$ cat src/sv/ordered_key_value_table_unit_defines.svh
// ----------------------------------------------------------------------------
// Ordered key/value table assertion macros
// Assertion wrappers shared by the table RTL; empty under synthesis.
// ----------------------------------------------------------------------------
`ifndef ORDERED_KEY_VALUE_TABLE_UNIT_DEFINES_SVH
`define ORDERED_KEY_VALUE_TABLE_UNIT_DEFINES_SVH

`ifndef SYNTHESIS
// check an implication on every clock edge outside reset
`define OKVT_ASSERT(label, clk, rst_n, prop, msg) \
  label: assert property (@(posedge clk) disable iff (!rst_n) (prop)) else $error(msg);
// check that a condition never holds
`define OKVT_ASSERT_NEVER(label, clk, rst_n, cond, msg) \
  label: assert property (@(posedge clk) disable iff (!rst_n) !(cond)) else $error(msg);
`else
`define OKVT_ASSERT(label, clk, rst_n, prop, msg)
`define OKVT_ASSERT_NEVER(label, clk, rst_n, cond, msg)
`endif

`endif

$ cat src/sv/okvt_ram.sv
// ----------------------------------------------------------------------------
// Generic RAM
// One write port, one read port, registered read data.
// ----------------------------------------------------------------------------
module okvt_ram #(
  parameter int unsigned Width = 8,
  parameter int unsigned Depth = 16
) (
  input  logic                                     clk_i,
  input  logic                                     we_i,
  input  logic [((Depth > 1) ? $clog2(Depth) : 1)-1:0] waddr_i,
  input  logic [Width-1:0]                         wdata_i,
  input  logic [((Depth > 1) ? $clog2(Depth) : 1)-1:0] raddr_i,
  output logic [Width-1:0]                         rdata_o
);

  logic [Width-1:0] mem_q [Depth];
  logic [Width-1:0] rdata_q;

  always_ff @(posedge clk_i) begin
    if (we_i) begin
      mem_q[waddr_i] <= wdata_i;
    end
    rdata_q <= mem_q[raddr_i];
  end

  assign rdata_o = rdata_q;

endmodule

$ cat config.mk
export PLATFORM = sky130hd
export DESIGN_NAME = okvt_ram
export DESIGN_NICKNAME = d
export VERILOG_FILES = /design/src/sv/ordered_key_value_table_unit_defines.svh /design/src/sv/okvt_ram.sv
export SDC_FILE = /design/constraint.sdc
export NUM_CORES = 1
export LEC_CHECK = 0
export ABC_AREA = 0
export BUFFER_PORTS_ARGS = -buffer_cell sky130_fd_sc_hd__buf_2
export CAP_MARGIN = 20
export CORE_MARGIN = 2
export CORE_UTILIZATION = 54
export DETAILED_ROUTE_END_ITERATION = 8
export PLACE_DENSITY = 0.73
export SETUP_SLACK_MARGIN = 0.4
export SYNTH_ARGS = -nofsm -noshare
export SYNTH_HDL_FRONTEND = slang
export SYNTH_SLANG_ARGS = --single-unit
$ cat constraint.sdc
create_clock -name clk_i -period 1.72 [get_ports clk_i]
set_clock_uncertainty 0.1 [all_clocks]
set_input_delay 0 -clock clk_i [delete_from_list [all_inputs] [get_ports clk_i]]
set_output_delay 0 -clock clk_i [all_outputs]
set_load 0.05 [all_outputs]
After elaboration in Yosys (flattened, before gate mapping)

Memories as Yosys holds them, arrays and structs flattened. A register that Yosys moved wholly into a read port is not among the register bits.
Index checks and enable logic that the tools add are counted.

Input bits: 18
Bits in registers: 0
ROM bits: 0
Memories kept: 1
Bits in writable memories: 128
Latch bits: 0

Memory list:

| memory | depth | width | rd ports | clocked after memory_dff | write ports | RTL line       | text |
|---|---|---|---|---|---|---|---|
| mem_q  | 16    | 8     | 1        | 1                        | 1           | okvt_ram.sv:17 | `logic [Width-1:0] mem_q [Depth];` |

Divide/modulo/power cells: 0
$mul: 0
Magnitude comparators: 0
Equal/unequal tests: 0
Bitwise gates (word level): 0
Reductions and logical operators: 0
Multiplexer cells: 2
$add $sub $neg: 0
Shifts and indexed selects: 0

Operators by type and width:

| operator         | number |
|---|---|
| 1-bit 2-to-1 mux | 2 |

Depth between registers and ports, before layout

Gate-level depths: netlist (run 1).

Depth in word-level cells: 2
Gate-level depth with buffers: 5

Least setup slack after synthesis (run 1)

No wires, ideal clock.

Path kind: input to register
From: input port waddr_i[2] in the netlist's numbering
To: memory mem_q[0][0] (enable)
Data arrival time: 1.110 ns
Setup time: 0.383 ns
Data required time: 1.237 ns
Cell stages on the path: 2
Path buffers: 0
Path slack: 0.127 ns
Cells stage by stage: or3b_2 > nor3_1

RTL lines:

| item               | RTL line       | text |
|---|---|---|
| start: declaration | okvt_ram.sv:11 | `input logic [((Depth > 1) ? $clog2(Depth) : 1)-1:0] waddr_i,` |
| end: declaration   | okvt_ram.sv:17 |  |

No word-level cell before the write port.

==> reports/results.tsv, run 1 <==
stage	metric	value	unit
placed_design	routabilityCongestion	0.726	
drt	first_pass_iters	4	
critical_path	r2r-end	rdata_o[3]	
logic_synthesis	ys_seq_elements	136	
cts	cts_tree	done	
critical_path	cp-startpoint	mem_q[5][3]	
floorplan	dieArea	10300	sq um
logic_synthesis	synth_top_cell_by_area	edfxtp_1	
placed_design	io_buffers	25	
grt	grt_pass1_vias	2554	
cells_and_area	layout_common_cells	edfxtp_1 (128), mux4_2 (25), buf_2 (25)	
critical_path	slowest_stage	mux4_2	
logic_synthesis	yosys_most_used_dff	edfxtp_1	
cells_and_area	fin_nets	319	
timing	rsz0062_at_grt	true	
critical_path	worstPathRequired	2.01	ns
critical_path	worst_setup_path_end_kind	flip-flop	
logic_synthesis	yosysWarnings	0	
critical_path	critPathMaxFanout	1	
timing	tightest_slew	0.495	ns
cells_and_area	area_growth	22.8	%
floorplan	fp.dieH	102	um
hold_path	worstHoldPathCells	4	
logic_synthesis	syn_inst	229	
cts	clk_pin_slew	0.06	ns
timing	setup_violations	0	
timing	maxSlewViolCount	0	
timing	period_needed	1.40	ns
floorplan	die_width	102	um
floorplan	ios	26	
cts	clockBufferDepth	2	
outcome	status	complete, no violations	
logic_synthesis	syn_avg_cell_area	22.5	sq um
logic_synthesis	synthArstFlopShare	0	
timing	period_share	0.815	
critical_path	worst_setup_path_start_kind	flip-flop	
floorplan	core_area	9240	sq um
critical_path	cp_data_arrival_time	1.69	ns
cells_and_area	postLayoutCellArea	6320	sq um
cells_and_area	drive_above_1_share	0.366	
critical_path	reg2reg_from	mem_q[5][3]	
timing	worst_slack	0.319	ns
grt	grt_max_degree	20	
floorplan	rows	35	
critical_path	cp.depth	3	
drt	wirelength	9940	um
placed_design	dp_hpwl	6050	um
timing	hold_viol	0	
power_and_ir_drop	p_per_area	1230	nW/um^2
logic_synthesis	synthTopCellsByArea	edfxtp_1 (75%), mux4_2 (7.9%), mux4_1 (7.1%)	
drt	routed_via_density	5.71	
hold_path	hp-class	in2reg	
critical_path	critical_path_class	reg2reg	
logic_synthesis	yosys.cell_types.count	19	
critical_path	path_cells	mux4_2, a22oi_2, nand2_1	
cts	cts.sinks	136	
logic_synthesis	synth_edf_count	128	
grt	grt_usage	0.216	
cts	cts-buffers-inserted	17	
cts	cts_setup_buffers	0	
drt	ant_nets	0	
critical_path	reg2regPathDepth	3	
logic_synthesis	yosysSeqAreaShare	0.778	
power_and_ir_drop	leakage	2.14	nW
grt	antenna_found_initial	0	
critical_path	cp-endpoint	rdata_o[3]	
critical_path	max_stage_delay	0.51	ns
timing	finalSetupTns	0	ns
drt	drt-initial-drc-count	236	
cts	cts_root_buf	clkbuf_8	
drt	avgRoutedWirePerCell	22.4	um
placed_design	place_worst_setup_slack	0.0698	ns
cts	htreeDepth	4	
logic_synthesis	syn-num-nets	247	
drt	vias	2528	
power_and_ir_drop	vdd_drop_max	0.000618	V
cts	insertion_delay	0.52	ns
timing	fmax	0.714	GHz
critical_path	critPathBufInv	0	
logic_synthesis	mappedNetlistArea	5150	sq um
placed_design	place_area	5550	sq um
drt	drc	0	
cells_and_area	final_common_cell	edfxtp_1	
run	cap_viol_max_count	0	
logic_synthesis	synth_top_area_frac	0.747	
critical_path	critical-path-top-delay-family	multiplexers	
timing	max-slew-margin-rel	0.670	
critical_path	rrSetupSlack	0.32	ns
grt	grt-ovfl-total	0	
cells_and_area	antenna_cells	0	
grt	grt_first_pass_wirelength	15100	um
floorplan	initial_core_util	0.557	
-- through the flow --
step	hold WS, ns	power, mW	utilization	cells
2_1_floorplan	-0.00113	4.06	-	229
3_3_place_gp	0.284	4.21	0.601	396
3_5_place_dp	0.281	4.22	0.601	396
4_1_cts	0.00226	7.80	0.683	443
5_1_grt	0.0254	7.96	0.684	443
6_report	0.0220	7.75	0.684	443
-- worst min-delay path by stage --
stage	start	endpoint	slack, ns
2_1_floorplan	wdata_i[0]	mem_q[0][0]	-0.001
3_3_place_gp	wdata_i[0]	mem_q[5][0]	0.28
3_5_place_dp	wdata_i[0]	mem_q[5][0]	0.28
4_1_cts	raddr_i[0]	rdata_o[4]	0.002
5_1_grt	raddr_i[1]	rdata_o[6]	0.03
6_report	raddr_i[1]	rdata_o[6]	0.02
-- repair_timing --
| action | in CTS | in global routing |
|---|---|---|
| hold buffers | 15 | 0 |
| endpoints found under the setup margin | 8 | 8 |
| cloned | 0 | 0 |
| gates resized for setup | 14 | 4 |
| pin swaps | 12 | 1 |
| hold endpoints to repair | 167 | 0 |
-- final cells by class --
type | instances | area (sq um)
multi-input combinational | 83 | 1090
clock buffer | 17 | 414
clock inverter | 15 | 176
fill | 567 | 2920
tap | 129 | 161
sequential | 136 | 4000
timing repair buffer | 63 | 473
-- cells in the mapped netlist, types with 2 or more instances --
master and n:
edfxtp_1 128, mux4_2 18, a22oi_1 16, mux4_1 14, nor2_1 13, nand2_1 9, dfxtp_1 8, nor3_1 4
buf_2 3, buf_6 3, clkdlybuf4s25_2 3, nand2b_1 2, nand3b_1 2
-- flip-flops by register name, summed over array words and instances, names as in the netlist --
signal	cells
rdata_o	8
mem_q	128
-- metal layers --
layer	vias up	part of all wire	routed length [um]	global-route usage
met4	0	0.011	113	0.0759
met3	11	0.083	825	0.0538
met1	1303	0.40	4010	0.310
li1	1110	-	-	-
met2	104	0.50	5000	0.329
met5	-	0	0	0
-- report_power, final --
group          switching, mW  leakage, nW  internal, mW
clock                   1.35        0.278          2.21
combinational          0.282        0.639         0.188
sequential            0.0229         1.22          3.71
-- cell families after synthesis --
family | synth area share
and+or+nand+nor | 0.0318
buffers and inverters | 0.0168
DFF | 0.778
muxes | 0.150
AOI/OAI and AO/OA | 0.0233
-- tightest hold or removal path, delay by kind of cell --
kind	cells	cell delay, ns
AO/OA/AOI/OAI	1	0.06
buffers and inverters	1	0.18
multiplexers	1	0.26
AND/OR/NAND/NOR	1	0.09
(Power assumes the default switching activity.)
==> run 2, diff against run 1 <==
clock period = 1.2 ns   (was 1.72 ns; I/O delays follow)
==> run 2 against run 1 <==
  * The flow now finishes with violations (hold timing, setup timing)
  * Cell count is 0.45% lower
  * Highest routed layer unchanged
  * Sequential share of layout area fell by 2.2 points
  * Critical endpoint is now rdata_o[0]
  * Count of clock-buffer cells in the layout up 2
==> reports/results.tsv, run 2 (synthesis gave the netlist of run 1 again) <==
stage	metric	value	unit	change
critical_path	worst_setup_path_start_kind	flip-flop		
timing	fmax	0.735	GHz	+3.1%
timing	period_needed	1.36	ns	-0.0416 ns
timing	max-slew-margin-rel	0.401		-0.269
grt	grt_max_degree	23		+15%
floorplan	initial_core_util	0.557		unchanged
cts	cts-buffers-inserted	17		unchanged
run	cap_viol_max_count	0		unchanged
cts	postCtsHoldBufs	8		-7
floorplan	die_width	102	um	unchanged
placed_design	routabilityCongestion	0.704		-3.1%
floorplan	ios	26		unchanged
cts	cts_root_buf	clkbuf_8		
grt	antenna_found_initial	0		unchanged
cts	htreeDepth	4		unchanged
power_and_ir_drop	leakage	2.16	nW	+1.1%
cells_and_area	instances_no_fill	441		-0.45%
grt	grt_first_pass_wirelength	15200	um	+0.78%
drt	ant_nets	0		unchanged
drt	drt-initial-drc-count	148		-37%
cells_and_area	postLayoutCellArea	6560	sq um	+3.8%
critical_path	path_cells	mux4_2, a22oi_2, nand2_1		
cells_and_area	final_common_cell	edfxtp_1		
floorplan	dieArea	10300	sq um	unchanged
cts	cts_setup_buffers	0		unchanged
drt	vias	2474		-2.1%
timing	hold_viol	40		+40
critical_path	critPathMaxFanout	1		unchanged
timing	setup_violations	8		+8
critical_path	cp_data_arrival_time	1.66	ns	-0.03 ns
cells_and_area	antenna_cells	0		unchanged
cts	insertion_delay	0.51	ns	about the same
timing	tightest_slew	0.897	ns	+0.402 ns
critical_path	critical-path-top-delay-family	multiplexers		
drt	routed_via_density	5.61		-1.7%
outcome	status	finished with violations		
cells_and_area	largest_register_ff_count	128		unchanged
drt	drc	0		unchanged
cells_and_area	drive_above_1_share	0.494		+0.127
timing	hold_slack	-0.0653	ns	-0.0873 ns
timing	period_share	1.13		+0.318
cts	cts.sinks	136		unchanged
critical_path	worst_setup_path_end_kind	flip-flop		
timing	worst_slack	-0.160	ns	-0.478 ns
grt	grt_usage	0.215		-0.000681
drt	first_pass_iters	4		unchanged
cells_and_area	fin_nets	317		-0.63%
grt	grt-ovfl-total	0		unchanged
outcome	failed_checks	hold timing, setup timing		
floorplan	rows	35		unchanged
cells_and_area	regMostFlops	mem_q		
timing	maxSlewViolCount	0		unchanged
critical_path	slowest_stage	mux4_2		
cts	cts_tree	done		
critical_path	max_stage_delay	0.47	ns	-0.04 ns
hold_path	hp-class	in2reg		
placed_design	dp_hpwl	6230	um	+3.0%
drt	avgRoutedWirePerCell	21.7	um	-3.3%
placed_design	place_inst	401		+1.3%
floorplan	core_area	9240	sq um	unchanged
power_and_ir_drop	vdd_drop_max	0.000704	V	+14%
timing	rsz0062_at_grt	true		
critical_path	critPathBufInv	0		unchanged
placed_design	io_buffers	25		unchanged
placed_design	place_area	5780	sq um	+4.2%
drt	wirelength	9580	um	-3.7%
floorplan	fp.dieH	102	um	unchanged
grt	grt_pass1_vias	2638		+3.3%
power_and_ir_drop	p_per_area	1670	nW/um^2	+36%
cells_and_area	layout_common_cells	edfxtp_1 (128), mux4_2 (32), buf_4 (18)		
cts	clk_pin_slew	0.06	ns	about the same
critical_path	worstPathRequired	1.50	ns	-0.51 ns
cts	clockBufferDepth	2		unchanged
cells_and_area	area_growth	27.5	%	
critical_path	critical_path_class	reg2reg		
==> run 2: cell types whose count changed in the layout (fill, tap and decap cells not counted), moves of 8 or more <==
cell	delta
nor2_1	-12
buf_12	+8
buf_8	+8
buf_2	-8
dfxtp_1	-8
dfxtp_2	+8
nor2_4	+9
==> run 2: metrics by stage <==
step / setup slack, ns / utilization / setup TNS [ns] / hold WS [ns] / total power, mW
2_1_floorplan: -0.0269 / - / -0.400 / -0.00113 / 5.85
3_3_place_gp: -0.329 / 0.626 / -7.87 / 0.285 / 6.12
3_5_place_dp: -0.322 / 0.626 / -9.64 / 0.298 / 6.14
4_1_cts: -0.177 / 0.706 / -1.22 / -0.0891 / 11.0
5_1_grt: -0.185 / 0.710 / -1.39 / -0.0854 / 11.3
6_report: -0.160 / 0.710 / -1.06 / -0.0653 / 10.9
==> run 2: where the power goes <==
part | total, mW | internal, mW | switching (mW)
registers | 5.37 | 5.32 | 0.0498
logic | 0.792 | 0.359 | 0.433
clock network | 4.79 | 2.93 | 1.86
total | 10.9 | 8.61 | 2.34
==> run 2: area by class of cell <==
cell class	instances	area, sq um
Tap cell	129	161
Timing Repair Buffer	61	621
Fill cell	541	2680
Clock buffer	19	422
Clock inverter	13	131
Multi-Input combinational cell	83	1210
Sequential cell	136	4010
==> run 2: metal layers <==
layer | global-route usage | up-vias | routed length [um]
li1 | - | 1100 | -
met1 | 0.288 | 1292 | 3940
met2 | 0.335 | 74 | 5100
met3 | 0.0738 | 8 | 398
met4 | 0.0759 | 0 | 130
met5 | 0 | - | 0
==> run 2: what timing repair did <==
item,in CTS,in global routing
resized for setup,35,8
endpoints found under the setup margin,16,23
hold endpoints to repair,213,63
pin swaps,3,5
==> run 2: worst paths after layout <==
check,startpoint,end,slack [ns],cells after the start
hold / removal,waddr_i[1],mem_q[14][4],-0.07,3
setup / recovery,mem_q[0][0],rdata_o[0],-0.16,3
hold reg to reg,mem_q[14][0],rdata_o[0],0.58,3
setup reg to reg,mem_q[0][0],rdata_o[0],-0.16,3
==> run 2: worst min-delay path, stage by stage <==
cell and delay (ns):
buf_2 0.14, nand2b_4 0.13, nor2_4 0.09
