**src/sv/ordered_key_value_table_unit_defines.svh**
```systemverilog
// ----------------------------------------------------------------------------
// Ordered key/value table assertion macros
// Assertion wrappers shared by the table RTL; empty under synthesis.
// ----------------------------------------------------------------------------
`ifndef ORDERED_KEY_VALUE_TABLE_UNIT_DEFINES_SVH
`define ORDERED_KEY_VALUE_TABLE_UNIT_DEFINES_SVH

`ifndef SYNTHESIS
// check an implication on every clock edge outside reset
`define OKVT_ASSERT(label, clk, rst_n, prop, msg) \
  label: assert property (@(posedge clk) disable iff (!rst_n) (prop)) else $error(msg);
// check that a condition never holds
`define OKVT_ASSERT_NEVER(label, clk, rst_n, cond, msg) \
  label: assert property (@(posedge clk) disable iff (!rst_n) !(cond)) else $error(msg);
`else
`define OKVT_ASSERT(label, clk, rst_n, prop, msg)
`define OKVT_ASSERT_NEVER(label, clk, rst_n, cond, msg)
`endif

`endif

```
**src/sv/okvt_pkg.sv**
```systemverilog
// ----------------------------------------------------------------------------
// Ordered key/value table package
// Sizes, command codes and shared structs of the table unit.
// ----------------------------------------------------------------------------
package okvt_pkg;

  localparam int unsigned CAPACITY   = 256;
  localparam int unsigned KEY_BITS   = 32;
  localparam int unsigned VALUE_BITS = 32;

  localparam int unsigned IDX_W   = (CAPACITY > 1) ? $clog2(CAPACITY) : 1;
  localparam int unsigned OCC_W   = $clog2(CAPACITY + 1);
  localparam int unsigned ENTRY_W = KEY_BITS + VALUE_BITS;

  // port field widths
  localparam int unsigned CMD_W   = 3;
  localparam int unsigned FIELD_W = 32;
  localparam int unsigned POS_W   = 8;
  localparam int unsigned COUNT_W = 9;

  localparam logic [CMD_W-1:0] CMD_INSERT = 3'd0;
  localparam logic [CMD_W-1:0] CMD_UPDATE = 3'd1;
  localparam logic [CMD_W-1:0] CMD_UPSERT = 3'd2;
  localparam logic [CMD_W-1:0] CMD_ERASE  = 3'd3;
  localparam logic [CMD_W-1:0] CMD_LOOKUP = 3'd4;
  localparam logic [CMD_W-1:0] CMD_READ   = 3'd5;

  typedef struct packed {
    logic               success;
    logic [FIELD_W-1:0] found_key;
    logic [FIELD_W-1:0] found_value;
    logic [COUNT_W-1:0] pair_count;
  } result_t;

  typedef struct packed {
    logic               we;
    logic [IDX_W-1:0]   waddr;
    logic [ENTRY_W-1:0] wdata;
    logic [IDX_W-1:0]   raddr;
  } mem_req_t;

endpackage

```
**src/sv/okvt_req_if.sv**
```systemverilog
// ----------------------------------------------------------------------------
// Command channel
// Valid/ready channel carrying one table command word.
// ----------------------------------------------------------------------------
interface okvt_req_if;
  logic                        valid;
  logic                        ready;
  logic [okvt_pkg::CMD_W-1:0]   command;
  logic [okvt_pkg::FIELD_W-1:0] req_key;
  logic [okvt_pkg::FIELD_W-1:0] req_value;
  logic [okvt_pkg::POS_W-1:0]   position;

  modport source (output valid, command, req_key, req_value, position, input ready);
  modport sink   (input valid, command, req_key, req_value, position, output ready);
endinterface

```
**src/sv/okvt_seq.sv**
```systemverilog
// ----------------------------------------------------------------------------
// Table sequencer
// Walks the pair RAM with one key comparator: search, append, shift-down, read by position.
// ----------------------------------------------------------------------------
module okvt_seq (
  input  logic                          clk_i,
  input  logic                          rst_ni,
  okvt_req_if.sink                      req_i,
  output okvt_pkg::mem_req_t            mem_o,
  input  logic [okvt_pkg::ENTRY_W-1:0]  rdata_i,
  output logic                          res_valid_o,
  output okvt_pkg::result_t             res_o,
  input  logic                          res_ready_i
);

  localparam int unsigned KW    = okvt_pkg::KEY_BITS;
  localparam int unsigned VW    = okvt_pkg::VALUE_BITS;
  localparam int unsigned IW    = okvt_pkg::IDX_W;
  localparam int unsigned OW    = okvt_pkg::OCC_W;
  localparam int unsigned PW    = okvt_pkg::POS_W;
  localparam int unsigned CMP_W = (OW > PW) ? OW : PW;

  localparam logic [3:0] S_IDLE = 4'd0;
  localparam logic [3:0] S_SRD  = 4'd1;
  localparam logic [3:0] S_SCMP = 4'd2;
  localparam logic [3:0] S_MISS = 4'd3;
  localparam logic [3:0] S_SHRD = 4'd4;
  localparam logic [3:0] S_SHWR = 4'd5;
  localparam logic [3:0] S_IRD  = 4'd6;
  localparam logic [3:0] S_IDAT = 4'd7;
  localparam logic [3:0] S_DONE = 4'd8;

  logic [3:0]                 state_q, state_d;
  logic [okvt_pkg::CMD_W-1:0] cmd_q, cmd_d;
  logic [KW-1:0]              key_q, key_d;
  logic [VW-1:0]              val_q, val_d;
  logic [PW-1:0]              pos_q, pos_d;
  logic [OW-1:0]              idx_q, idx_d;
  logic [OW-1:0]              occ_q, occ_d;
  logic                       ok_q, ok_d;
  logic [KW-1:0]              fkey_q, fkey_d;
  logic [VW-1:0]              fval_q, fval_d;

  logic [KW-1:0] rd_key;
  logic [VW-1:0] rd_val;
  logic [OW-1:0] idx_inc, idx_inc2;
  logic          pos_in_range, occ_full;

  assign rd_key       = rdata_i[okvt_pkg::ENTRY_W-1:VW];
  assign rd_val       = rdata_i[VW-1:0];
  assign idx_inc      = idx_q + OW'(1);
  assign idx_inc2     = idx_q + OW'(2);
  assign pos_in_range = CMP_W'(pos_q) < CMP_W'(occ_q);
  assign occ_full     = occ_q == OW'(okvt_pkg::CAPACITY);

  always_comb begin
    state_d     = state_q;
    cmd_d       = cmd_q;
    key_d       = key_q;
    val_d       = val_q;
    pos_d       = pos_q;
    idx_d       = idx_q;
    occ_d       = occ_q;
    ok_d        = ok_q;
    fkey_d      = fkey_q;
    fval_d      = fval_q;
    mem_o.we    = 1'b0;
    mem_o.waddr = idx_q[IW-1:0];
    mem_o.wdata = {key_q, val_q};
    mem_o.raddr = idx_q[IW-1:0];
    req_i.ready = state_q == S_IDLE;
    res_valid_o = state_q == S_DONE;

    unique case (state_q)
      S_IDLE: begin
        if (req_i.valid) begin
          cmd_d  = req_i.command;
          key_d  = KW'(req_i.req_key);
          val_d  = VW'(req_i.req_value);
          pos_d  = req_i.position;
          idx_d  = '0;
          ok_d   = 1'b0;
          fkey_d = '0;
          fval_d = '0;
          case (req_i.command) inside
            okvt_pkg::CMD_INSERT, okvt_pkg::CMD_UPDATE, okvt_pkg::CMD_UPSERT,
            okvt_pkg::CMD_ERASE, okvt_pkg::CMD_LOOKUP: begin
              state_d = (occ_q == '0) ? S_MISS : S_SRD;
            end
            okvt_pkg::CMD_READ: state_d = S_IRD;
            default:            state_d = S_DONE;
          endcase
        end
      end
      S_SRD: begin
        state_d = S_SCMP;
      end
      S_SCMP: begin
        if (rd_key == key_q) begin
          state_d = S_DONE;
          case (cmd_q) inside
            okvt_pkg::CMD_UPDATE, okvt_pkg::CMD_UPSERT: begin
              mem_o.we = 1'b1;
              ok_d     = 1'b1;
            end
            okvt_pkg::CMD_ERASE: begin
              ok_d = 1'b1;
              // last pair goes without a shift
              if (idx_inc == occ_q) begin
                occ_d = occ_q - OW'(1);
              end else begin
                state_d = S_SHRD;
              end
            end
            okvt_pkg::CMD_LOOKUP: begin
              ok_d   = 1'b1;
              fkey_d = rd_key;
              fval_d = rd_val;
            end
            default: ok_d = 1'b0;
          endcase
        end else begin
          idx_d   = idx_inc;
          state_d = (idx_inc == occ_q) ? S_MISS : S_SRD;
        end
      end
      S_MISS: begin
        // append after the newest pair
        if ((cmd_q == okvt_pkg::CMD_INSERT || cmd_q == okvt_pkg::CMD_UPSERT) && !occ_full) begin
          mem_o.we    = 1'b1;
          mem_o.waddr = occ_q[IW-1:0];
          ok_d        = 1'b1;
          occ_d       = occ_q + OW'(1);
        end
        state_d = S_DONE;
      end
      S_SHRD: begin
        mem_o.raddr = idx_inc[IW-1:0];
        state_d     = S_SHWR;
      end
      S_SHWR: begin
        mem_o.we    = 1'b1;
        mem_o.wdata = rdata_i;
        idx_d       = idx_inc;
        if (idx_inc2 == occ_q) begin
          occ_d   = occ_q - OW'(1);
          state_d = S_DONE;
        end else begin
          state_d = S_SHRD;
        end
      end
      S_IRD: begin
        mem_o.raddr = pos_q[IW-1:0];
        state_d     = pos_in_range ? S_IDAT : S_DONE;
      end
      S_IDAT: begin
        ok_d    = 1'b1;
        fkey_d  = rd_key;
        fval_d  = rd_val;
        state_d = S_DONE;
      end
      S_DONE: begin
        if (res_ready_i) begin
          state_d = S_IDLE;
        end
      end
      default: state_d = S_IDLE;
    endcase
  end

  always_ff @(posedge clk_i or negedge rst_ni) begin
    if (!rst_ni) begin
      state_q <= S_IDLE;
      occ_q   <= '0;
    end else begin
      state_q <= state_d;
      occ_q   <= occ_d;
    end
  end

  always_ff @(posedge clk_i) begin
    cmd_q  <= cmd_d;
    key_q  <= key_d;
    val_q  <= val_d;
    pos_q  <= pos_d;
    idx_q  <= idx_d;
    ok_q   <= ok_d;
    fkey_q <= fkey_d;
    fval_q <= fval_d;
  end

  assign res_o.success     = ok_q;
  assign res_o.found_key   = okvt_pkg::FIELD_W'(fkey_q);
  assign res_o.found_value = okvt_pkg::FIELD_W'(fval_q);
  assign res_o.pair_count  = okvt_pkg::COUNT_W'(occ_q);

endmodule
```
**src/flat_wrapper.sv**
```systemverilog
// flat-port wrapper written by rule: the top's interface ports become plain ports
module okvt_seq_flat 
  (clk_i, rst_ni, mem_o, rdata_i, res_valid_o, res_o, res_ready_i, req_i_valid, req_i_command, req_i_req_key, req_i_req_value, req_i_position, req_i_ready);
  okvt_req_if req_i_i ();
  input  logic clk_i;
  input  logic rst_ni;
  output okvt_pkg::mem_req_t mem_o;
  input  logic [okvt_pkg::ENTRY_W-1:0] rdata_i;
  output logic res_valid_o;
  output okvt_pkg::result_t res_o;
  input  logic res_ready_i;
  input wire logic [$bits(req_i_i.valid)-1:0] req_i_valid;
  input wire logic [$bits(req_i_i.command)-1:0] req_i_command;
  input wire logic [$bits(req_i_i.req_key)-1:0] req_i_req_key;
  input wire logic [$bits(req_i_i.req_value)-1:0] req_i_req_value;
  input wire logic [$bits(req_i_i.position)-1:0] req_i_position;
  output wire logic [$bits(req_i_i.ready)-1:0] req_i_ready;
  assign req_i_i.valid = req_i_valid;
  assign req_i_i.command = req_i_command;
  assign req_i_i.req_key = req_i_req_key;
  assign req_i_i.req_value = req_i_req_value;
  assign req_i_i.position = req_i_position;
  assign req_i_ready = req_i_i.ready;
  okvt_seq u_core (.clk_i(clk_i), .rst_ni(rst_ni), .req_i(req_i_i), .mem_o(mem_o), .rdata_i(rdata_i), .res_valid_o(res_valid_o), .res_o(res_o), .res_ready_i(res_ready_i));
endmodule
```
**config.mk**
```make
export PLATFORM = sky130hd
export DESIGN_NAME = okvt_seq_flat
export DESIGN_NICKNAME = d
export VERILOG_FILES = /design/src/sv/ordered_key_value_table_unit_defines.svh /design/src/sv/okvt_pkg.sv /design/src/sv/okvt_req_if.sv /design/src/sv/okvt_seq.sv /design/src/flat_wrapper.sv
export SDC_FILE = /design/constraint.sdc
export NUM_CORES = 1
export LEC_CHECK = 0
export ABC_AREA = 1
export ABC_CLOCK_PERIOD_IN_PS = 8610
export CAP_MARGIN = 20
export CELL_PAD_IN_SITES_DETAIL_PLACEMENT = 1
export CELL_PAD_IN_SITES_GLOBAL_PLACEMENT = 1
export CORE_UTILIZATION = 30
export CTS_CLUSTER_SIZE = 10
export DETAILED_ROUTE_END_ITERATION = 7
export DONT_BUFFER_PORTS = 1
export PLACE_DENSITY_LB_ADDON = 0.1
export SLEW_MARGIN = 10
export SYNTH_ARGS = -nofsm -noshare
export SYNTH_HDL_FRONTEND = slang
export SYNTH_SLANG_ARGS = --single-unit
```
**constraint.sdc**
```tcl
create_clock -name clk_i -period 8.61 [get_ports clk_i]
set_input_delay 2.1525 -clock clk_i [delete_from_list [all_inputs] [get_ports clk_i]]
set_output_delay 2.1525 -clock clk_i [all_outputs]
set_load 0.02 [all_outputs]
```
[Word level (Yosys, flattened, before mapping)]
Index checks and enable logic that the tools add are counted.
Word-level totals
  register bits after elaboration: 162
  latch bits: 0
  bits in writable memories: 0
  memory bits (read-only): 0
  input port bits: 143
  output and inout bits: 157
  logic and storage cells: 115
  memories: 0
Cells by class
  $add $sub $neg: 4
  multipliers: 0
  divide/modulo/power cells: 0
  $lt $le $gt $ge: 1
  eq/ne operators: 32
  shift operators: 0
  muxes and demuxes: 48
  bitwise operators: 0
  reductions and logical operators: 20
Operators by type and width (count)
  32-bit two-way mux: 9
  32-bit case mux with 3 select lines: 2
  9-bit two-way mux: 9
  64-bit two-way mux: 1
  9-bit case mux with 3 select lines: 2
  4-bit two-way mux: 10
  32-bit == test: 1
  4-bit case mux with 8 select lines: 1
  9-bit by 1-bit adder with 9-bit output, second input constant: 2
  9-bit == test: 2
  4-bit by 3-bit == test with 1-bit output, second input constant: 4
  8-bit case mux with 2 select lines: 1
  2-bit by 1-bit != test with 1-bit output, second input constant: 7
  3-bit by 2-bit == test with 1-bit output, second input constant: 4
  9-bit by 2-bit adder with 9-bit output, second input constant: 1
  3-bit == test, second input constant: 3
  9-bit == test, second input constant: 1
  9-bit logical NOT: 1
  8-bit by 9-bit < comparator with 1-bit output: 1
  3-bit nonzero test: 3
  9-bit by 1-bit subtractor with 9-bit output, second input constant: 1
  4-bit by 2-bit == test with 1-bit output, second input constant: 2
  1-bit two-way mux: 8
  8-bit two-way mux: 1
  other kinds (20): 28

[Logic depth before layout (Yosys ltp)]
Gate-level depths: netlist (run 1).
  depth after elaboration: 7
  gate-level depth with buffers: 16
  gate-level depth less buffers: 16

[Worst setup path after synthesis (run 1)]
OpenSTA, ideal clock, no wires.
  path kind: input to register
  start: in rdata_i[32] (netlist name)
  end: reg u_core.fkey_q[0] (enable)
  setup time: 0.565 ns
  arrival time: 7.180 ns
  required time: 8.045 ns
  slack: 0.865 ns
  cell stages on the path: 10
  buffers on the path: 0
  path through: inv_1 > or2_2 > nand3_1 > nor2_1 > nand2_1 > nor2_1 > nand2_1 > nand2_1 > nand2_1 > nor3_1
Between the ends
  longest elaborated chain between the ends: 3
Ends and longest elaborated chain
  start: declaration: RTL line flat_wrapper.sv:8  | input logic [okvt_pkg::ENTRY_W-1:0] rdata_i;
  32-bit == test: RTL line okvt_seq.sv:99  | if (rd_key == key_q) begin
  2-bit by 1-bit != test with 1-bit output (no line)
  6-bit AND reduction (no line)
  end signal: assignment: RTL line okvt_seq.sv:188  | fkey_q <= fkey_d;
  end: declaration: RTL line okvt_seq.sv:41  | logic [KW-1:0] fkey_q, fkey_d;
No other way between the ends.
A chain may end at the register's enable or synchronous reset.

==> metrics.sh, run 1 <==
NUMBER_OF_INSTANCES_IN_THE_SYNTHESIZED_NETLIST=901
AREA_DELTA_SYNTH_FINAL_PCT=12.54
MAX-SLEW-MARGIN-REL=0.2689
TOTAL_OF_HOLD_BUFFERS_INSERTED_AFTER_CLOCK_TREE_SYNTHESIS=0
SYN_AREA_UM2=8314
NUMBER_OF_I_O_PINS=300
FMAX_GHz=0.1777
MOST-COMMON-LAYOUT-CELLS='sky130_fd_sc_hd__nand2_1 (226), sky130_fd_sc_hd__edfxtp_1 (149), sky130_fd_sc_hd__inv_1 (126)'
GRT_USE_TOTAL=0.1912
VDD.IR_DROP.WORST_mV=0.2344
NETLIST-CELL-TYPE-COUNT=33
STATUS='finished clean'
HOLD_PATH_DEPTH=3
CTS_SETUP_BUFFERS=0
STATIC-LEAKAGE-POWER_nW=4.020
CTS_RESIZED=0
TOTALNEGATIVESETUPSLACK_PS=0
CRITICALPATHCATEGORY='primary input to output pin'
GRT_START_MAX_NET_PINS=76
WORST_R2R_STARTPOINT='u_core.state_q[3]$_DFFE_PN0P_'
VIAS_PER_CELL=4.632
CTS.ROOT.BUFFER_CELL='sky130_fd_sc_hd__clkbuf_16'
DRT-WIRELENGTH-PER-CELL_UM=20.76
FLOORPLAN.DIE.WIDTH_UM=168.5
GRT_OVERFLOW_TOTAL=0
FINAL_ANTENNA_NET_COUNT=0
TIMING.HOLD.WS_PS=581.3
POST_SYNTH.CELL_AREA_AVG_UM2=9.228
TIMING.CRITICAL_PATH.FROM_TYPE='primary input'
TIMING.FINAL.SETUP_VIOLATIONS=0
YS_WARN_COUNT=0
DRT_ITER0_DRC=306
HOLD_PATH_CLASS='flop to flop'
MAXCAPVIOLCOUNT=0
FINAL.SETUP_SKEW_PS=14.86
MOSTFREQUENTLAYOUTCELL='sky130_fd_sc_hd__nand2_1'
HOLD_START='u_core.state_q[3]$_DFFE_PN0P_'
GRT_SETUP_UNREPAIRED='no'
TOTALWIRELENGTH_UM=26710
DIE-HEIGHT_UM=168.5
HOLD_END='u_core.state_q[1]$_DFFE_PN0P_'
GRT_PASS1_WL_UM=39810
END_KIND='output pin'
MAPPEDNETLISTNETS=1061
FINAL_LAYOUT_SIZE_SUFFIX_GT1_FRAC=0.06469
ANTENNA_FOUND_INITIAL=4
CP.ARRIVAL_PS=3470
FIRST_PASS_ITERATION_COUNT_OF_THE_DETAILED_ROUTER=4
NUM_VIAS=5962
DEEPEST_LEVEL_OF_THE_CTS_H_TREE=4
CTS-BUFFERS-INSERTED=17
FINAL_CORE_AREA_UTILIZATION=0.3452
FIN_CRIT_SH=0.6535
SEQ_AREA_FRAC_SYNTH=0.5773
COUNT_OF_CLOCK_TREE_SINKS=162
WORST_SKEW_LATE_LATENCY_PS=420
FP.COREAREA_UM2=27100
CRITICAL_PATH.REG2REG.ENDPOINT='u_core.fval_q[22]$_SDFFCE_PP0P_'
DIE_AREA_UM2=28380
CLOCK_PIN_SLEW_OF_THE_REGISTERS_ON_THE_WORST_CASE_SETUP_AND_HOLD_PATHS_PS=70
DRT_DRC_VIOLATIONS_LEFT=0
WORST-SLEW-PIN-TRANSITION_PS=1097
FIN_NETS=1060
PORT_BUFFERS=0
CELLPOWERDENSITY_nW_PER_UM2=440.2
CTS.PATH.MAX_BUFFERS=2
GP_CONGESTION=0.8419
INITIAL_UTILIZATION=0.3068
REG2REG_SETUP_SLACK_PS=5590
HPWLAFTERDP_UM=19890
FIRST_GLOBAL_VIAS=6335
FF2FF_PATH_DEPTH=9
TRITONCTS='done'
FP-ROW-COUNT=60
SYNTH-SEQ-CELLS=162
POST-ROUTE-MIN-PERIOD_PS=5627
CP.REQUIRED_PS=6460
DRV_SLEW=0
LAYOUT.FILLER_CELLS=3111
CRIT_PATH_MAX_FANOUT=4
HOLD_VIOLATIONS=0
layer usage:
layer	GRT usage	up-vias	wire [um]
met1	0.2139	2802	10430
met4	0.05415	2	430
met2	0.3458	187	13860
met3	0.06219	19	1980
li1	-	2952	-
met5	0	-	17
worst max-delay path: stages:
cell and delay, ps:
sky130_fd_sc_hd__inv_1 70, sky130_fd_sc_hd__or2_2 110, sky130_fd_sc_hd__nand3_1 60, sky130_fd_sc_hd__nor2_1 150
sky130_fd_sc_hd__nand2_1 140, sky130_fd_sc_hd__nor2_1 110, sky130_fd_sc_hd__nand2_1 150, sky130_fd_sc_hd__nor2_1 220
sky130_fd_sc_hd__nand3_1 90, sky130_fd_sc_hd__nand3_1 210
kinds of logic after synthesis:
group                      synth area share
buffers and inverters               0.07314
xor gates and xnor gates            0.04319
DFF                                  0.5773
adders and majority gates           0.02649
AOI/OAI and AO/OA                   0.07088
and+or+nand+nor                      0.2090
metrics by stage:
step                      worst slack (ps)  cell area (um2)  instances  power, mW
after global placement                2927             8732       1253      3.362
after floorplan                      865.5             8314        901      2.892
final                                 2983             9356       1287      4.119
after global routing                  2752             9351       1285      4.404
after CTS                             2909             9349       1284      4.205
after detailed placement              2915             8732       1253      3.363
area by class of cell:
class	count	area [um2]	area share
clock inverters	14	191.4	0.02046
multi-input cells	583	2938	0.3140
repair buffers	5	37.54	0.004012
well taps	372	465.4	0.04975
flip-flops and latches	162	4800	0.5130
clock buffers	17	425.4	0.04547
inverters	131	491.7	0.05255
diodes	3	7.507	0.0008024
flip-flops by register name, summed over array words and instances, names as in the netlist:
register	flops
u_core.occ_q	9
u_core.cmd_q	3
u_core.pos_q	8
u_core.ok_q	1
u_core.idx_q	9
u_core.fval_q	32
u_core.fkey_q	32
u_core.val_q	32
u_core.state_q	4
u_core.key_q	32
worst max path at each step:
stage / start / end / slack, ps / cells after the start
2_1_floorplan: rdata_i[32] / u_core.fkey_q[0]$_SDFFCE_PP0P_ / 870 / 10
3_3_place_gp: rdata_i[44] / mem_o[80] / 2930 / 9
3_5_place_dp: rdata_i[32] / mem_o[80] / 2910 / 10
4_1_cts: rdata_i[32] / mem_o[80] / 2910 / 10
5_1_grt: rdata_i[32] / mem_o[80] / 2750 / 10
6_report: rdata_i[32] / mem_o[80] / 2980 / 10
power by group:
| group | leakage (nW) | internal [mW] | switching (mW) |
|---|---|---|---|
| Clock | 0.302 | 0.468 | 0.354 |
| Sequential | 1.60 | 1.34 | 0.469 |
| Combinational | 2.12 | 0.363 | 1.12 |
| Total | 4.02 | 2.17 | 1.95 |
Yosys cell counts (all sizes together):
cell / instances / area [um2]
nand2: 234 / 910.9
edfxtp: 149 / 4474
inv: 128 / 480.5
nor2: 120 / 484.2
o21ai: 80 / 400.4
nand3: 44 / 230.2
xnor2: 32 / 280.3
a21oi: 16 / 80.08
ha: 16 / 200.2
clkbuf: 14 / 52.55
dfrtp: 13 / 325.3
nand4: 13 / 81.33
buf: 11 / 63.81
xor2: 9 / 78.83
o221ai: 8 / 70.07
nor3: 4 / 25.02
o211ai: 4 / 30.03
clkinv: 3 / 11.26
a32oi: 1 / 8.760
fa: 1 / 20.02
or2: 1 / 6.260
(Power assumes the default switching activity.)
==> run 2: changes to the inputs <==
Settings changed: ABC_AREA 1 to 0, ABC_CLOCK_PERIOD_IN_PS 8610 to 5200.
Clock period 8.61 ns to 5.2 ns, I/O delays scaled along.
==> metrics.sh, run 2 <==
GR-USAGE-MET3=0.06370  # +0.001512
CLOCK_PIN_SLEW_OF_THE_REGISTERS_ON_THE_WORST_CASE_SETUP_AND_HOLD_PATHS_PS=80  # about the same
CRITICALPATHCATEGORY='primary input to output pin'
DEEPEST_LEVEL_OF_THE_CTS_H_TREE=4  # unchanged
MAXCAPVIOLCOUNT=0  # unchanged
NUMBER_OF_I_O_PINS=300  # unchanged
FF2FF_PATH_DEPTH=8  # -1
MOST-COMMON-LAYOUT-CELLS='sky130_fd_sc_hd__edfxtp_1 (149), sky130_fd_sc_hd__mux2_2 (72), sky130_fd_sc_hd__and2_1 (68)'
COUNT_OF_CLOCK_TREE_SINKS=162  # unchanged
NETLIST_TOP_CELLS_COUNT='sky130_fd_sc_hd__edfxtp_1 (149), sky130_fd_sc_hd__mux2_2 (72), sky130_fd_sc_hd__and2_1 (69)'
HOLD_VIOLATIONS=0  # unchanged
DRT_DRC_VIOLATIONS_LEFT=0  # unchanged
TRITONCTS='done'
REG2REG_SETUP_SLACK_PS=1830  # -3760 ps
FIN_NETS=783  # -26%
SYNTHFLOPTYPE='sky130_fd_sc_hd__edfxtp_1'
FINALINSTANCEAREA_UM2=9245  # -1.2%
WORST_SKEW_LATE_LATENCY_PS=430  # about the same
SYN_AREA_UM2=8254  # -0.72%
FIN_CRIT_SH=0.8292
DRT_ITER0_DRC=223  # -27%
FLOORPLAN.DIE.WIDTH_UM=167.9  # -0.36%
GRT_USE_TOTAL=0.1688  # -0.02246
CP.REQUIRED_PS=3900  # -2560 ps
TOP_USAGE_LAYER='met2'
TIMING.CRITICAL_PATH.FROM_TYPE='primary input'
CTS.PATH.MAX_BUFFERS=2  # unchanged
FINAL_LAYOUT_SIZE_SUFFIX_GT1_FRAC=0.2044  # +0.1397
VDD.IR_DROP.WORST_mV=0.2283  # -2.6%
SYNTH_EDF_COUNT=149  # unchanged
MAX-SLEW-MARGIN-REL=0.2436  # -0.02523
ANTENNA_CELLS=0  # -3
NUMBER_OF_INSTANCES_IN_THE_SYNTHESIZED_NETLIST=629  # -30%
GRT_START_MAX_NET_PINS=76  # unchanged
PORT_BUFFERS=0  # unchanged
GP_CONGESTION=0.7812  # -7.2%
POST_SYNTH.CELL_AREA_AVG_UM2=13.12  # +42%
TOTAL_OF_HOLD_BUFFERS_INSERTED_AFTER_CLOCK_TREE_SYNTHESIS=0  # unchanged
GRT_OVERFLOW_TOTAL=0  # unchanged
CTS_SETUP_BUFFERS=0  # unchanged
FIRST_PASS_ITERATION_COUNT_OF_THE_DETAILED_ROUTER=4  # unchanged
FP.COREAREA_UM2=26950  # -0.55%
MAPPEDNETLISTNETS=789  # -26%
POST-ROUTE-MIN-PERIOD_PS=4312
SEQ_AREA_FRAC_SYNTH=0.5815  # +0.004200
CTS.ROOT.BUFFER_CELL='sky130_fd_sc_hd__clkbuf_16'
CP.ARRIVAL_PS=3010  # -460 ps
WORSTSETUPSTARTPOINT='rdata_i[53]'
FINAL.SETUP_SKEW_PS=16.15  # +1.284 ps
WORST-SLEW-PIN-TRANSITION_PS=1125  # +28.48 ps
NETLIST_TOP_CELLS_AREA='sky130_fd_sc_hd__edfxtp_1 (54%), sky130_fd_sc_hd__mux2_2 (9.8%), sky130_fd_sc_hd__and2_1 (5.2%)'
CRIT_PATH_MAX_FANOUT=4  # unchanged
DRV_SLEW=0  # unchanged
HPWLAFTERDP_UM=17400  # -13%
END_KIND='output pin'
SYNTH-SEQ-CELLS=162  # unchanged
FP-ROW-COUNT=60  # unchanged
CTS_RESIZED=0  # unchanged
YS_WARN_COUNT=0  # unchanged
AREA_DELTA_SYNTH_FINAL_PCT=12.01
INITIAL_UTILIZATION=0.3063  # -0.0005193
STATUS='finished clean'
SYNTH_TOP_CELL_AREA_SHARE=0.5421  # +0.003916
DRT-WIRELENGTH-PER-CELL_UM=24.29  # +17%
GRT_SETUP_UNREPAIRED='no'
STATIC-LEAKAGE-POWER_nW=3.150  # -22%
VIAS_PER_CELL=5.122  # +11%
MOSTFREQUENTLAYOUTCELL='sky130_fd_sc_hd__edfxtp_1'
FMAX_GHz=0.2319
HOLD_PATH_CLASS='primary input to async pin'
ANTENNA_FOUND_INITIAL=1  # -3
FINAL_ANTENNA_NET_COUNT=0  # unchanged
DIE-HEIGHT_UM=167.9  # -0.36%
TOTALNEGATIVESETUPSLACK_PS=0  # unchanged
CRITICAL_PATH.REG2REG.ENDPOINT='u_core.occ_q[1]$_DFFE_PN0P_'
GR-USAGE-MET1=0.1946  # -0.01932
CTS-BUFFERS-INSERTED=17  # unchanged
POST-SYNTH-TOP-COUNT-CELL='sky130_fd_sc_hd__edfxtp_1'
GRT_PASS1_WL_UM=35060  # -12%
NUM_VIAS=5004  # -16%
DIE_AREA_UM2=28180  # -0.71%
TIMING.FINAL.SETUP_VIOLATIONS=0  # unchanged
TOTALWIRELENGTH_UM=23730  # -11%
POSTPLACECELLAREA_UM2=8651  # -0.93%
NETLIST-CELL-TYPE-COUNT=59  # +79%
ASYNC_SR_FLOP_FRACTION=0.08025  # unchanged
CELLPOWERDENSITY_nW_PER_UM2=696.0  # +58%
YOSYSTOPAREACELL='sky130_fd_sc_hd__edfxtp_1'
FIRST_GLOBAL_VIAS=5430  # -14%
WORST_R2R_STARTPOINT='u_core.idx_q[2]$_SDFFCE_PN0P_'
LAYOUT.FILLER_CELLS=2785  # -10%
GR_UTIL_MET2=0.2902  # -0.05562
## run 2: changes by cell type after synthesis, moves of 13 or more
cell / change
sky130_fd_sc_hd__nor4_1: +17
sky130_fd_sc_hd__o21ai_0: -63
sky130_fd_sc_hd__inv_1: -112
sky130_fd_sc_hd__nand2_1: -198
sky130_fd_sc_hd__nand3_1: -36
sky130_fd_sc_hd__and2_1: +69
sky130_fd_sc_hd__xor2_1: +38
sky130_fd_sc_hd__mux2_2: +72
sky130_fd_sc_hd__xnor2_1: -13
sky130_fd_sc_hd__nor2_1: -83
## run 2: per-layer routing
layer | share of wire | wire length (um)
met2 | 0.51 | 12040
met4 | 0.015 | 367
met3 | 0.085 | 2016
met5 | 0.00055 | 13
met1 | 0.39 | 9290
## run 2: how the worst max path moves through the flow
stage / endpoint / slack (ps) / depth (start not counted)
floorplan: u_core.fkey_q[0]$_SDFFCE_PP0P_ / 310 / 5
global placement: mem_o[80] / 840 / 7
detailed placement: mem_o[80] / 830 / 7
CTS: mem_o[80] / 830 / 7
global route: mem_o[80] / 730 / 7
finish: mem_o[80] / 890 / 7
## run 2: logic make-up (layout without fill, tap and decap cells)
logic type      count (synthesis)  after routing  share of synthesized area
buf+inv                        47             54                    0.02425
flops                         162            162                     0.5815
compound gates                 65             65                    0.05548
mux                            79             79                     0.1073
fa+ha+maj                      17             17                    0.02668
xor+xnor                       66             66                    0.07003
simple gates                  193            193                     0.1348
## run 2: final cells by class
type	instances	area (um2)	share of cell area
Inverter	14	52.55	0.005684
Multi-Input combinational cell	420	3299	0.3569
Tap cell	341	426.7	0.04615
Clock buffer	17	425.4	0.04601
Clock inverter	15	168.9	0.01827
Timing Repair Buffer	8	72.57	0.007850
Sequential cell	162	4800	0.5191
## run 2: worst max-delay path, cell delays in order
cell                      delay [ps]
sky130_fd_sc_hd__xor2_1          130
sky130_fd_sc_hd__nor4_1          420
sky130_fd_sc_hd__nand4_1         240
sky130_fd_sc_hd__nor4_1          440
sky130_fd_sc_hd__buf_4           210
sky130_fd_sc_hd__nand2_1          50
sky130_fd_sc_hd__nand3_1         210
## run 2: metrics by stage
step           setup WS [ps]  std cells  total power [mW]  hold slack (ps)    util
6_report               888.0        977             6.434            560.9  0.3430
3_5_place_dp           828.4        945             5.235            641.3  0.3210
5_1_grt                732.6        977             6.791            533.5  0.3430
4_1_cts                829.7        977             6.549            533.8  0.3430
2_1_floorplan          306.1        629             4.530            606.0       -
3_3_place_gp           839.9        945             5.189            633.2  0.3210
## run 2: report_power, final
| part | switching, mW | internal (mW) | leakage (nW) |
|---|---|---|---|
| registers | 0.866 | 2.13 | 1.58 |
| logic | 1.39 | 0.771 | 1.28 |
| clock network | 0.624 | 0.647 | 0.290 |
| total | 2.88 | 3.55 | 3.15 |
==> run 3: changes to the inputs <==
Settings changed: ABC_CLOCK_PERIOD_IN_PS 5200 to 4019.
Clock period 5.2 ns to 4.02 ns, I/O delays scaled along.
==> metrics.sh, run 3 (synthesized netlist as in run 2, its figures left out) <==
STATUS='finished clean'
ANTENNA_FOUND_INITIAL=1  # unchanged
FINALNONFILLERCELLS=988  # +1.1%
MAX-SLEW-MARGIN-REL=0.3532  # +0.1096
FINAL.SETUP_SKEW_PS=11.44  # -4.706 ps
GRT_USE_TOTAL=0.1681  # -0.0006930
DRT_ITER0_DRC=298  # +34%
END_KIND='output pin'
AREA_DELTA_SYNTH_FINAL_PCT=13.79
TIMING.FINAL.SETUP_VIOLATIONS=0  # unchanged
TOTALNEGATIVESETUPSLACK_PS=0  # unchanged
FMAX_GHz=0.2733
FINAL_ANTENNA_NET_COUNT=0  # unchanged
TRITONCTS='done'
WORSTSETUPSTARTPOINT='u_core.state_q[2]$_DFFE_PN0P_'
DRT-WIRELENGTH-PER-CELL_UM=24.04  # -1.0%
CRITPATHSLOWESTCELL='sky130_fd_sc_hd__dfrtp_1'
FINAL_LAYOUT_SIZE_SUFFIX_GT1_FRAC=0.2179  # +0.01353
VDD.IR_DROP.WORST_mV=0.3305  # +45%
CTS_SETUP_BUFFERS=0  # unchanged
AREA_OF_COMBINATIONAL_CELLS_WITH_MULTIPLE_INPUTS_UM2=3316  # +0.49%
VIAS_PER_CELL=5.095  # -0.52%
GP_CONGESTION=0.7693  # -1.5%
GRT_OVERFLOW_TOTAL=0  # unchanged
FLOORPLAN.DIE.WIDTH_UM=167.9  # unchanged
CRIT_PATH_MAX_FANOUT=15  # +11
LAYOUT.FILLER_CELLS=2824  # +1.4%
COUNT_OF_CLOCK_TREE_SINKS=162  # unchanged
FIRST_GLOBAL_VIAS=5471  # +0.76%
FP.COREAREA_UM2=26950  # unchanged
FINALINSTANCEAREA_UM2=9393  # +1.6%
TOTALPOWERFINAL_mW=8.534  # +33%
CRIT_CHAIN='nand2b_1, or3_1, nor4_1, a221o_1'
FP-ROW-COUNT=60  # unchanged
NUMBER_OF_I_O_PINS=300  # unchanged
WORST-SLEW-PIN-TRANSITION_PS=968.4  # -156.7 ps
CTS.ROOT.BUFFER_CELL='sky130_fd_sc_hd__clkbuf_16'
PLACED_CELLS=956  # +1.2%
DIE_AREA_UM2=28180  # unchanged
TIMING.HOLD.WS_PS=260.9  # -299.9 ps
STATIC-LEAKAGE-POWER_nW=3.223  # +2.3%
CLOCK_PIN_SLEW_OF_THE_REGISTERS_ON_THE_WORST_CASE_SETUP_AND_HOLD_PATHS_PS=80  # about the same
FINAL_CORE_AREA_UTILIZATION=0.3485  # +0.005478
WORST_SKEW_LATE_LATENCY_PS=430  # about the same
MOSTFREQUENTLAYOUTCELL='sky130_fd_sc_hd__edfxtp_1'
WORST_R2R_STARTPOINT='u_core.idx_q[1]$_SDFFCE_PN0P_'
CP.ARRIVAL_PS=2650  # -360 ps
GRT_SETUP_UNREPAIRED='no'
GRT_PASS1_WL_UM=34620  # -1.2%
MOST-COMMON-LAYOUT-CELLS='sky130_fd_sc_hd__edfxtp_1 (149), sky130_fd_sc_hd__mux2_2 (72), sky130_fd_sc_hd__and2_1 (68)'
INITIAL_UTILIZATION=0.3063  # unchanged
ANTENNA_CELLS=0  # unchanged
FIRST_PASS_ITERATION_COUNT_OF_THE_DETAILED_ROUTER=6  # +2
CRITICALPATHCATEGORY='flop to output pin'
TIMING.FINAL.WS_SETUP_PS=360.4  # -527.6 ps
FIN_NETS=794  # +1.4%
HOLD_VIOLATIONS=0  # unchanged
SEQ_AREA_UM2=4800  # unchanged
DRV_SLEW=0  # unchanged
PLACEMENT.SETUP.WORST_SLACK_PS=352.4  # -476.0 ps
CTS.PATH.MAX_BUFFERS=2  # unchanged
GRT_START_MAX_NET_PINS=66  # -13%
POST-ROUTE-MIN-PERIOD_PS=3660
DIE-HEIGHT_UM=167.9  # unchanged
PORT_BUFFERS=0  # unchanged
TOTALWIRELENGTH_UM=23760  # +0.11%
TOTAL_OF_HOLD_BUFFERS_INSERTED_AFTER_CLOCK_TREE_SYNTHESIS=0  # unchanged
MAXCAPVIOLCOUNT=0  # unchanged
CTS-BUFFERS-INSERTED=17  # unchanged
CRITICAL-PATH-MAX-STAGE-DELAY_PS=620  # +180 ps
CTS_RESIZED=0  # unchanged
CELLPOWERDENSITY_nW_PER_UM2=908.6  # +31%
HPWLAFTERDP_UM=17680  # +1.6%
HOLD_PATH_CLASS='primary input to async pin'
DEEPEST_LEVEL_OF_THE_CTS_H_TREE=4  # unchanged
FIN_CRIT_SH=0.9103
CP.REQUIRED_PS=3010  # -890 ps
TIMING.CRITICAL_PATH.FROM_TYPE='flop'
POSTPLACECELLAREA_UM2=8762  # +1.3%
NUM_VIAS=5034  # +0.60%
DRT_DRC_VIOLATIONS_LEFT=0  # unchanged
[run 3: cell types whose count changed in the layout (fill, tap and decap cells not counted), sizes merged]
| cell | before | now |
|---|---|---|
| inv | 20 | 18 |
| buf | 8 | 19 |
| clkinv | 9 | 5 |
| bufinv | 0 | 3 |
| clkbuf | 17 | 18 |
| clkinvlp | 0 | 2 |
[run 3: layer usage]
layer | share of wire | track usage | vias to the layer above | routed length, um
met5 | 0.00055 | 0 | - | 13
met2 | 0.51 | 0.2964 | 217 | 12170
met3 | 0.085 | 0.06723 | 23 | 2022
li1 | - | - | 2311 | -
met1 | 0.39 | 0.1859 | 2481 | 9205
met4 | 0.014 | 0.04787 | 2 | 341
[run 3: worst max-delay path: cells and delay by family (launching register included)]
| family | cells | cell delay [ps] |
|---|---|---|
| AO/OA/AOI/OAI | 1 | 350 |
| flip-flops | 1 | 620 |
| AND/OR/NAND/NOR | 3 | 1250 |
[run 3: worst paths after layout]
kind,slack [ps],cells after the start,end
max,360,4,mem_o[7]
min,260,0,u_core.occ_q[8]$_DFFE_PN0P_
max reg2reg,810,9,u_core.occ_q[3]$_DFFE_PN0P_
min reg2reg,650,2,u_core.idx_q[8]$_SDFFCE_PN0P_
max in group asynchronous,3670,0,u_core.occ_q[0]$_DFFE_PN0P_
min in group clk_i,650,2,u_core.idx_q[8]$_SDFFCE_PN0P_
[run 3: final cells by class]
class	count	area share
timing repair buffer	19	0.01785
tap	341	0.04542
inverter	14	0.005595
clock inverter	14	0.02145
multi-input combinational	420	0.3530
sequential	162	0.5110
clock buffer	18	0.04569
[run 3: where the power goes]
part	switching (mW)	internal (mW)	leakage, nW
registers	1.04	2.76	1.58
logic	1.92	1.06	1.35
clock network	0.754	1.00	0.300
total	3.72	4.82	3.22
